===== src/rtl/bloom_filter_xorshift_macros.svh =====
// assertion macros for the bloom filter block
`ifndef BLOOM_FILTER_XORSHIFT_MACROS_SVH
`define BLOOM_FILTER_XORSHIFT_MACROS_SVH
`ifndef ASSERT_OFF
`define BFX_ASSERT(label, clk, rst_n, prop, msg) \
    label: assert property (@(posedge clk) disable iff (!rst_n) prop) else $error(msg);
`define BFX_ASSERT_RST(label, clk, prop, msg) \
    label: assert property (@(posedge clk) prop) else $error(msg);
`else
`define BFX_ASSERT(label, clk, rst_n, prop, msg)
`define BFX_ASSERT_RST(label, clk, prop, msg)
`endif
`endif


===== src/rtl/bfx_ram.sv =====
module bfx_ram #(
    parameter int WIDTH = 8,
    parameter int DEPTH = 256
) (
    input  logic                     clk,
    input  logic                     we,
    input  logic [$clog2(DEPTH)-1:0] waddr,
    input  logic [WIDTH-1:0]         wdata,
    input  logic [$clog2(DEPTH)-1:0] raddr,
    output logic [WIDTH-1:0]         rdata
);
    logic [WIDTH-1:0] mem [DEPTH];

    always_ff @(posedge clk)
    begin
        if (we)
        begin
            mem[waddr] <= wdata;
        end
        rdata <= mem[raddr];
    end
endmodule


===== config.mk =====
export PLATFORM = sky130hd
export DESIGN_NAME = bfx_ram
export DESIGN_NICKNAME = d
export VERILOG_FILES = /design/src/rtl/bloom_filter_xorshift_macros.svh /design/src/rtl/bfx_ram.sv
export SDC_FILE = /design/constraint.sdc
export NUM_CORES = 2
export LEC_CHECK = 0
export BUFFER_PORTS_ARGS = -buffer_cell sky130_fd_sc_hd__clkbuf_2
export CAP_MARGIN = 20
export CORE_ASPECT_RATIO = 0.9
export CORE_MARGIN = 2
export CORE_UTILIZATION = 35
export CTS_BUF_LIST = sky130_fd_sc_hd__clkbuf_4
export DETAILED_ROUTE_END_ITERATION = 10
export GPL_ROUTABILITY_DRIVEN = 0
export PLACE_DENSITY = 0.59
export SLEW_MARGIN = 20
export SYNTH_ARGS = -nofsm -noshare
export SYNTH_HDL_FRONTEND = slang
export SYNTH_SLANG_ARGS = --single-unit

===== constraint.sdc =====
create_clock -name clk -period 2.9 [get_ports clk]
set_input_delay 0.29 -clock clk [delete_from_list [all_inputs] [get_ports clk]]
set_output_delay 0.29 -clock clk [all_outputs]
set_load 0.01 [all_outputs]

* After elaboration in Yosys (flattened, before gate mapping)
Memory sizes are Yosys's and may differ from the RTL's. A register that Yosys moved wholly into a read port is not among the register bits.
Cells that the tools add are included.
** Word-level totals
- Flip-flop bits (word level) :: 0
- Bits in writable memories :: 2048
- Input bits :: 26
- Output and inout bits :: 8
- Word-level logic and storage cells :: 3
- Memories kept :: 1
** Memories
- mem :: depth 256, bits a word 8, rd ports 1, clocked after memory_dff 1, write ports 1, RTL line bfx_ram.sv:12 : logic [WIDTH-1:0] mem [DEPTH];
** Operators by class
- Muxes and demuxes :: 2
** Operators with widths (number)
- two-way mux 1 bit :: 2

* Depth between registers and ports, before layout
- Depth after elaboration :: 2
- Gate-level depth with buffers :: 11
- Gate-level depth less buffers :: 6

* Worst setup path before layout
Ideal clock, no wire load.
- Kind :: input to register
- Start :: input raddr[0]
- End :: register rdata[2], read port of mem
- Setup time :: 0.131 ns
- Arrival :: 2.097 ns
- Required time :: 2.769 ns
- Setup slack :: 0.672 ns
- Cell stages on the path :: 9
- Path buffers :: 4
- Cells stage by stage :: buf_6 -> buf_12 -> buf_8 -> buf_2 -> mux4_2 -> a22oi_1 -> a21oi_1 -> nor4_1 -> nor4_2
** RTL lines
- start: declaration :: RTL line bfx_ram.sv:9 : input logic [$clog2(DEPTH)-1:0] raddr,
- end: declaration :: RTL line bfx_ram.sv:10 : output logic [WIDTH-1:0] rdata

* Final worst setup path
- Start :: input waddr[1]
- End :: memory mem[174][0], enable pin
** RTL lines
- start: declaration :: RTL line bfx_ram.sv:7 : input logic [$clog2(DEPTH)-1:0] waddr,
- end: declaration :: RTL line bfx_ram.sv:12
No word-level cell before the write port.

==> impl_summary.txt <==
----------------------------------------------------
[Detailed routing]
  Routed length per instance ... 26.2 µm
  Number of vias after detailed routing ... roughly 42000
  Router iterations before antenna repair ... 5
  Residual antenna-violating net count after detailed routing ... 0
  Initial detailed-routing violation count ... 4931
  Residual DRC ... 0
  Mean number of vias per cell ... 5.32
  Routed wire length ... roughly 210000 µm

[STA]
  Worst-case setup margin in the final layout ... -0.000801 ns
  Final Slew Violations ... 0
  Peak clock frequency supported by timing ... around 340 MHz
  Final setup violating endpoints ... 1
  Actual transition at the worst max-transition pin ... 1.05 ns
  Setup clock skew after layout ... 0.105 ns
  Final-report hold violation count ... 0
  Final cycle utilization of the critical path ... 100%
  Time the final worst path needs with I/O delays and setup ... 2.90 ns
  Relative max-transition margin ... between 20 and 30%
  Unrepaired setup endpoints after global routing ... no

[Logic synthesis]
  Post-synth top area cell ... edfxtp_1
  Count of yosys warnings during synthesis ... 0
  Cell area after technology mapping ... 79600 µm²
  FF+latch count, synth ... 2056
  Leading post-synthesis cells by cell area ... edfxtp_1 (77%), mux4_2 (13%), mux2i_1 (1.7%), nor2_1 (1.3%), a22oi_1 (1.3%)
  Portion of the post-synthesis area used by sequential elements ... approximately 78%
  Synth Area per Inst ... 21.3 µm²
  Fraction of synthesized cell area taken by the top area cell type ... between 70 and 80%
  Share of synthesized flip-flops with an asynchronous set or reset ... 0%
  Top_reg_cell synth ... edfxtp_1
  Number of instances in the synthesized netlist ... 3733
  Synth Net Count ... 3759
  Number of synthesized flops with an enable pin ... roughly 2000
  Number of distinct library cell variants in the gate-level netlist after synthesis ... 55

[Floorplanning]
  Die ar. ... 231000 µm²
  Row cnt ... between 150 and 200
  Ports placed on the boundary ... 34
  Initial standard-cell utilization of the core ... a little over a third
  Placeable core region ... 227000 µm²
  X dimension of the die ... 507 µm
  Die outline height ... 456 µm

[Cells and area]
  Final-stage net count ... 4643
  Commonest non-fill, non-tap cell in the layout ... edfxtp_1
  Commonest cells after routing, fill and taps aside ... edfxtp_1 (2048), clkbuf_4 (785), mux4_2 (454)
  Final cell count without fillers ... ~8000
  Synthesis-to-layout area growth ... 17.7%
  Share of final-layout standard cells stronger than drive strength 1 ... between 30% and 40%

[Critical path]
  Cells on worst reg2reg path ... 7
  Last element of the critical path ... mem[174][0]
  Type of the worst setup path ... primary input to flip-flop
  Maximum fanout count along the critical path ... 10
  Required time worst endpoint ... approximately 3.9 ns
  Critical Path Most Common Cell ... dlygate4sd3_1
  Category of the worst setup path launch point ... primary input
  Critical Path End Type ... flip-flop
  Largest incremental delay on the critical path ... 0.64 ns
  Cell Chain, Critical Path ... dlygate4sd3_1 -> clkbuf_4 -> nor2b_2 -> dlygate4sd3_1 -> buf_4 -> nand3_1 -> dlygate4sd3_1 -> nor2_1 -> dlygate4sd3_1 -> buf_4
  Endpoint of the worst register-to-register path ... rdata[4]
  Worst EP arrival ... 3.90 ns
  Master of the slowest instance on the critical path ... dlygate4sd3_1
  Worst reg2reg setup slack ... between 0.15 and 0.2 ns
  RR Startpoint ... mem[163][4]
  Launching element of the worst setup path ... waddr[1]

[Clock network]
  Clock Sinks ... 2056
  Clock edge transition at the registers on the reported setup and hold paths ... 0.07 ns
  Count of buffers added by post-CTS timing repair for setup ... 0
  CTS tree ... yes
  CTS H-tree depth ... 6
  Later-pin clock latency in the skew report ... ~1.3 ns
  Buffer depth of the longest clock path ... 4
  Clock root cell ... clkbuf_4
  Clock buffers created by TritonCTS ... 544

[Global route]
  GRT overflow ... 0
  Pin count of the biggest net entering global routing ... 119
  Via count of the first global-routing pass ... 43250
  First-pass GRT wire length ... 301000 µm
  Total track usage ... between 10% and 20%
  Initial antenna violation count ... 11

[Pwr]
  Leakage Power ... 30.4 nW
  Power density over the cells ... approximately 650 nW/µm²
  Worst ir drop on vdd ... 0.000466 V

[Run status]
  Outcome ... finished with violations
  Violated checks ... negative setup slack

[Hold path]
  Hold Path Stages ... 2
  Path class of the lowest-slack min-delay path ... primary input to flip-flop

[Placement]
  Setup WS pre-CTS ... -0.579 ns
  Cell Count Post-Placement ... between 7000 and 8000
  Buffers added on ports ... 33
  Final HPWL DP ... 130000 µm

[Run]
  Max-cap check violation count ... 0

----------------------------------------------------
[sequential cells by signal, indices dropped and copies added, names as in the netlist]
register  flops
rdata         8
mem        2048
[how the worst min path moves through the flow]
stage	startpoint	slack (ns)	end
final	wdata[1]	0.11	mem[162][1]
after global routing	wdata[1]	0.01	mem[160][1]
after CTS	wdata[3]	0.003	mem[150][3]
after detailed placement	wdata[3]	0.68	mem[139][3]
after global placement	wdata[3]	0.67	mem[136][3]
after floorplan	wdata[0]	0.39	mem[0][0]
[kinds of logic after synthesis]
kind of cell           after synthesis  synth area share (%)
and+or+nand+nor                    466                  2.63
muxes                              591                  14.6
buffers and inverters              235                  1.83
AOI/OAI and AO/OA                  385                  3.42
DFF                               2056                  77.5
[per-layer routing]
metal | part of all wire [%] | routed length [µm] | global-route usage [%]
met4 | 2.0 | 4230 | 4.85
met2 | 47 | 97100 | 27.2
met5 | 0.0062 | 13 | 0
met1 | 42 | 88600 | 25.5
met3 | 9.0 | 18800 | 4.28
[final cells by class]
cell class	instances	area [µm²]
clock inverter	96	643
clock buffer	784	5890
tap	3024	3780
fill	19984	133000
antenna	8	20.0
timing repair buffer	571	5170
sequential	2056	61700
inverter	2	7.51
multi-input combinational	1442	16500
[synth_stat cells, types with 3 or more instances]
library cell,count
nand2b_1,8
clkbuf_1,111
nand3_1,34
buf_8,13
a21oi_1,96
and2_1,6
nand2_1,33
o32ai_1,4
o211ai_1,10
buf_6,21
a221oi_1,13
a211oi_1,16
mux2i_1,134
nor4_1,24
mux4_2,454
o22ai_1,28
buf_2,31
or2_2,4
o221ai_1,46
buf_12,8
buf_1,22
a22oi_1,133
buf_4,27
dfxtp_1,8
a22o_1,8
nand4_1,10
edfxtp_1,2048
nor3_1,22
nor4_2,3
o21ai_0,10
nor2_1,282
o22a_1,5
nor2b_1,31
[report_power, final]
part           leakage (nW)  internal (W)  switching (W)
Combinational          7.96       0.00127        0.00206
Clock                  3.94        0.0132         0.0115
Sequential             18.5        0.0327      0.0000469
[worst max-delay path: cells and delay by family]
| kind | cells | cell delay, ns |
|---|---|---|
| buffers and inverters | 7 | 3.17 |
| and+or+nand+nor | 3 | 0.42 |
[per-stage QoR]
| step | hold slack (ns) | TNS [ns] | instance area (µm²) | power, W | util (%) |
|---|---|---|---|---|---|
| 3_3_place_gp | 0.675 | -2.88 | 86700 | 0.0367 | 38.3 |
| 2_1_floorplan | 0.389 | 0 | 79600 | 0.0350 | - |
| 3_5_place_dp | 0.677 | -3.10 | 86700 | 0.0367 | 38.3 |
| 4_1_cts | 0.00341 | 0 | 93600 | 0.0614 | 41.3 |
| 5_1_grt | 0.00972 | 0 | 93700 | 0.0631 | 41.3 |
| 6_report | 0.108 | -0.000801 | 93700 | 0.0608 | 41.3 |
[repair_timing]
item / CTS / global route
resized for setup: 0 / 4
setup endpoints to repair: 0 / 7
hold buffers: 35 / 0
endpoints found under the hold margin: 3538 / 0
Power figures use the tool's default switching activity.
