==> src/rtl/bloom_filter_xorshift_macros.svh <==
// assertion macros for the bloom filter block
`ifndef BLOOM_FILTER_XORSHIFT_MACROS_SVH
`define BLOOM_FILTER_XORSHIFT_MACROS_SVH
`ifndef ASSERT_OFF
`define BFX_ASSERT(label, clk, rst_n, prop, msg) \
    label: assert property (@(posedge clk) disable iff (!rst_n) prop) else $error(msg);
`define BFX_ASSERT_RST(label, clk, prop, msg) \
    label: assert property (@(posedge clk) prop) else $error(msg);
`else
`define BFX_ASSERT(label, clk, rst_n, prop, msg)
`define BFX_ASSERT_RST(label, clk, prop, msg)
`endif
`endif

==> src/rtl/bfx_mod.sv <==
// sequential remainder: one quotient bit per cycle, numerator is 64 bits
module bfx_mod #(
    parameter int DW = 24
) (
    input  logic          clk,
    input  logic          rst_n,
    input  logic          start,
    input  logic [63:0]   num,
    input  logic [DW-1:0] den,
    output logic          done,
    output logic [DW-1:0] rem
);
    logic [DW:0]   rem_reg;
    logic [63:0]   num_reg;
    logic [6:0]    cnt_reg;
    logic          busy_reg;
    logic [DW:0]   trial;
    logic [DW+1:0] shifted;

    assign shifted = {rem_reg, num_reg[63]};
    assign trial   = shifted[DW:0];

    always_ff @(posedge clk or negedge rst_n)
    begin
        if (!rst_n)
        begin
            busy_reg <= 1'b0;
            done     <= 1'b0;
            cnt_reg  <= '0;
        end
        else
        begin
            done <= 1'b0;
            if (start)
            begin
                busy_reg <= 1'b1;
                cnt_reg  <= 7'd64;
                rem_reg  <= '0;
                num_reg  <= num;
            end
            else if (busy_reg)
            begin
                num_reg <= num_reg << 1;
                if (shifted >= {1'b0, 1'b0, den})
                begin
                    rem_reg <= trial - {1'b0, den};
                end
                else
                begin
                    rem_reg <= trial;
                end
                cnt_reg <= cnt_reg - 7'd1;
                if (cnt_reg == 7'd1)
                begin
                    busy_reg <= 1'b0;
                    done     <= 1'b1;
                end
            end
        end
    end

    assign rem = rem_reg[DW-1:0];
endmodule

==> config.mk <==
export PLATFORM = sky130hd
export DESIGN_NAME = bfx_mod
export DESIGN_NICKNAME = d
export VERILOG_FILES = /design/src/rtl/bloom_filter_xorshift_macros.svh /design/src/rtl/bfx_mod.sv
export SDC_FILE = /design/constraint.sdc
export NUM_CORES = 1
export LEC_CHECK = 0
export BUFFER_PORTS_ARGS = -buffer_cell sky130_fd_sc_hd__buf_2
export CAP_MARGIN = 20
export CORE_UTILIZATION = 56
export DETAILED_ROUTE_END_ITERATION = 10
export PLACE_DENSITY = 0.82
export SETUP_SLACK_MARGIN = 0.02
export SLEW_MARGIN = 20
export SYNTH_ARGS = -nofsm -noshare
export SYNTH_HDL_FRONTEND = slang
export SYNTH_SLANG_ARGS = --single-unit
==> constraint.sdc <==
create_clock -name clk -period 5.2 [get_ports clk]
set_input_delay 0.52 -clock clk [delete_from_list [all_inputs] [get_ports clk]]
set_output_delay 0.52 -clock clk [all_outputs]
set_load 0.02 [all_outputs]
# Word-level counts from Yosys, hierarchy flattened
# Cells that the tools add are included.
[op_classes]
add_sub_neg = 2
magnitude_cmp = 1
eq_ne = 1
mux = 12
reduce_logical = 2
[ops]
columns = ["cell", "count"]
rows = [
  ["64-bit 2-to-1 mux", 2],
  ["25-bit 2-to-1 mux", 2],
  ["26-bit by 24-bit >= comparator with 1-bit output", 1],
  ["25-bit by 24-bit subtractor with 25-bit output", 1],
  ["7-bit 2-to-1 mux", 2],
  ["7-bit by 1-bit equality test with 1-bit output (second input constant)", 1],
  ["7-bit by 1-bit subtractor with 7-bit output (second input constant)", 1],
  ["1-bit 2-to-1 mux", 6],
  ["2-bit AND reduction", 1],
  ["2-bit nonzero test", 1],
]
[word_totals]
regBits = 98
inputBits = 91
output_inout_bits = 25
wordCells = 23

# Longest topological paths before layout
[logic_depth]
word_depth = 4
depth_mapped = 12
mapped_depth_nobuf = 11

# Worst setup path before layout
# OpenSTA, ideal clock, no wires.
[synth_timing]
path_type = "input port to flip-flop"
startpoint = "input port start"
endpoint = "register num_reg[0], enable pin"
setup_ns = 0.494
arrival_ns = 4.047
path_slack_ns = 0.660
path_stages = 4
path_buffers = 2
cell_sequence = "clkbuf_1 > buf_1 > nor2_1 > nor2b_1"
[synth_via]
elab_chain_cells = 2
[synth_rtl]
columns = ["element", "line", "source"]
rows = [
  ["start, declared", "bfx_mod.sv:7", "input logic start,"],
  ["2-bit nonzero test (no line)", "n/a", ""],
  ["2-bit AND reduction (no line)", "n/a", ""],
  ["end signal, assigned", "bfx_mod.sv:39", "num_reg <= num;"],
  ["end signal, assigned", "bfx_mod.sv:43", "num_reg <= num_reg << 1;"],
  ["end, declared", "bfx_mod.sv:14", "logic [63:0] num_reg;"],
]
# Every way passes these cells.
# A chain may end at the register's enable or synchronous reset.

# Final worst setup path
[layout_timing]
startpoint = "register num_reg[63]"
endpoint = "register rem_reg[20], data pin"
[layout_via]
elab_chain_cells = 3
elab_cells_between_ends = 4
[layout_rtl]
columns = ["element", "line", "source"]
rows = [
  ["25-bit by 24-bit subtractor with 25-bit output or 26-bit by 24-bit >= comparator with 1-bit output (tied branches)", "bfx_mod.sv:46, bfx_mod.sv:44", ""],
  ["25-bit 2-to-1 mux *", "bfx_mod.sv:44", "if (shifted >= {1'b0, 1'b0, den})"],
  ["25-bit 2-to-1 mux *", "bfx_mod.sv:41", "else if (busy_reg)"],
  ["end signal, assigned", "bfx_mod.sv:46", "rem_reg <= trial - {1'b0, den};"],
  ["end signal, assigned", "bfx_mod.sv:50", "rem_reg <= trial;"],
  ["end, declared", "bfx_mod.sv:13", "logic [DW:0] rem_reg;"],
]
# Mark *: on every way between the ends. The rest lies on a longest branch, timed or not.

==> qor.yml <==
via_count: 4640
syn_avg_cell_area_um2: 10.7
drtIter0Drc: 402
placed_area_um2: 6660
fp.dieW_um: 107
hold_violations: 0
area_delta_synth_final_pct: 12.2
seqPwrFrac_pct: 43.5
dp_hpwl_um: 9200
num_io_pins: 116
required_ns: 5.42
via_per_inst: 5.84
antenna_found_initial: 0
synth_area_um2: 6160
clock_power_share_pct: 22.0
drc: 0
globalplace.congestion: 0.906
worstMarginPinSlew_ns: 0.697
instances_no_fill: 795
yosys.area.top_type_share_pct: 43.4
dieArea_um2: 11400
setup.worst_path.end_class: "flop"
finalNetCount: 772
drt_wl_total_um: 12900
fmax_mhz: 297
hold_ws_ns: 0.196
clkLatencyLatePin_ns: 0.38
min_period_ns: 3.36
slew_viol_final: 0
num_rows: 37
final_cell_mix: "114 x buf_2, 89 x edfxtp_1, 63 x mux2_2"
cts_sinks: 98
reg2reg_from: "num_reg[63]$_DFFE_PP_"
grt_first_pass_wirelength_um: 20700
postCtsResizedCells: 0
finalSetupViolCount: 0
combPwrFrac_pct: 34.5
die_h_um: 107
drt-wirelength-per-cell_um: 16.3
yosysWarnings: 0
postCtsSetupRepairBufs: 0
grt_max_degree: 61
path_clk_slew_ns: 0.11
dp_cells: 778
critPathMaxFanout: 25
static-leakage-power_nw: 2.83
cap_violations: 0
cp.depth: 11
fin_ws_ns: 1.84
hold_path_class: "input port to async pin"
ant_nets: 0
ys_seq_area_share_pct: 47.0
worstSetupPathType: "flop to flop"
critPathCapture: "rem_reg[20]$_SDFFCE_PP0P_"
coreArea_um2: 10500
critical-path-top-delay-family: "compound AO/OA/AOI/OAI gates"
reg2reg_slack_ns: 1.84
grt.overflow.total: 0
synth_cell_types: 61
cts_buffers: 9
p_int_mw: 1.58
largest_register_ffs: 64
layout-drive-gt1-share_pct: 31.7
synth_edf_count: 89
post-route-util_pct: 65.8
rsz0062_at_grt: "false"
critPathBufInv: 2
yosys.area.top_type: "edfxtp_1"
relSlewSlack_pct: 53.5
root_buffer: "clkbuf_8"
cpPeakStageDelay_ns: 0.55
synthCells: 573
status: "finished, final reports clean"
syn_nets: 691
final_cell_area_um2: 6910
reg2reg_depth: 11
layout_commonest_cell: "buf_2"
worstSetupStartpoint: "num_reg[63]$_DFFE_PP_"
peakVddDrop_mv: 0.257
diodes: 0
firstDrtPassIters: 5
finalSetupTns_ns: 0
ys_ff_latch: 98
post-place-ws_ns: 1.34
power_switching_share_pct: 35.3
worstPathArrival_ns: 3.58
grt_pass1_vias: 4428
p_per_area_nw_per_um2: 354
crit_path_cell_trace: "inv_1, ha_1, inv_1, fa_1, a211oi_1, o21ai_1, a21oi_2, a2111oi_4, nor2_4, a22oi_1, a211oi_1"
synth_area_leaders: "edfxtp_1 43%, mux2_2 12%, ha_1 5.3%, dfrtp_1 3.7%, nand2_1 3.2%"
cts_max_path_buffers: 2
crit_slowest_cell: "nor2_4"
gr-usage-all-layers_pct: 22.9
clock_skew_ns: 0.0126
hold_buffers: 0
power.switching_mw: 0.863
p_total_mw: 2.44
io_buffers: 115
cts_tree: "yes"
worstSetupStartpointType: "flop"
synth_async_sr_flop_share_pct: 9.18
rr_endpoint: "rem_reg[20]$_SDFFCE_PP0P_"
start_util_pct: 58.6
yosys_most_used_dff: "edfxtp_1"
htree_num_levels: 3
fin_crit_sh_pct: 64.7
## logic make-up (layout without fill, tap and decap cells)
group / count (synthesis) / count (layout) / share of synthesized area (%)
AOI/OAI and AO/OA: 119 / 119 / 14.0
xor gates and xnor gates: 18 / 18 / 2.56
adders and majority gates: 27 / 27 / 5.61
buffers and inverters: 82 / 168 / 6.56
DFF: 98 / 98 / 47.0
muxes: 64 / 64 / 11.7
and+or+nand+nor: 165 / 165 / 12.5
## per-layer routing
layer | wire, µm | vias up | track usage (%)
met5 | 0 | - | 0
met4 | 197 | 0 | 8.12
met3 | 927 | 14 | 5.23
met2 | 6180 | 170 | 37.5
met1 | 5620 | 2195 | 30.0
li1 | - | 2261 | -
## cell usage after synthesis (3+ instances only)
cell / number
o21ai_0: 18
o21a_1: 9
a31oi_1: 3
xor2_1: 6
nand2_1: 53
buf_4: 25
nor2_1: 50
dfrtp_1: 9
a311oi_1: 20
clkbuf_1: 14
nand4_1: 7
o311ai_0: 3
edfxtp_1: 89
o31ai_1: 3
ha_1: 26
nor2b_1: 9
nor3_1: 10
o21ai_1: 6
a21oi_1: 21
nand2b_1: 5
a21o_1: 10
mux2_2: 63
nor4_1: 3
or3_1: 4
buf_1: 9
a211oi_1: 5
xnor2_1: 12
nand3_1: 9
o211ai_1: 4
inv_1: 32
and2_1: 3
## final cells by class
type | instances | area, µm²
Fill cell | 827 | 3600
Sequential cell | 98 | 2900
Multi-Input combinational cell | 393 | 2870
Timing Repair Buffer | 120 | 636
Tap cell | 136 | 170
Clock buffer | 9 | 124
Inverter | 32 | 120
Clock inverter | 7 | 93.8
## how the worst min path moves through the flow
stage / start / end / slack [ns] / depth (start not counted)
global placement: cnt_reg[6]$_DFFE_PN0N_ / cnt_reg[6]$_DFFE_PN0N_ / 0.50 / 2
CTS: rst_n / cnt_reg[6]$_DFFE_PN0N_ / 0.19 / 2
floorplan: rst_n / busy_reg$_DFF_PN0_ / 0.22 / 0
finish: rst_n / busy_reg$_DFF_PN0_ / 0.20 / 2
global route: rst_n / cnt_reg[6]$_DFFE_PN0N_ / 0.21 / 2
detailed placement: cnt_reg[6]$_DFFE_PN0N_ / cnt_reg[6]$_DFFE_PN0N_ / 0.51 / 2
## power groups by stage
stage / clock [mW] / combinational (mW) / sequential [mW]
after floorplan: 0 / 0.679 / 1.06
after global placement: 0 / 0.804 / 1.07
after CTS: 0.550 / 0.832 / 1.06
after detailed placement: 0 / 0.828 / 1.08
final: 0.539 / 0.842 / 1.06
after global routing: 0.572 / 0.924 / 1.08
(Power assumes the default switching activity.)
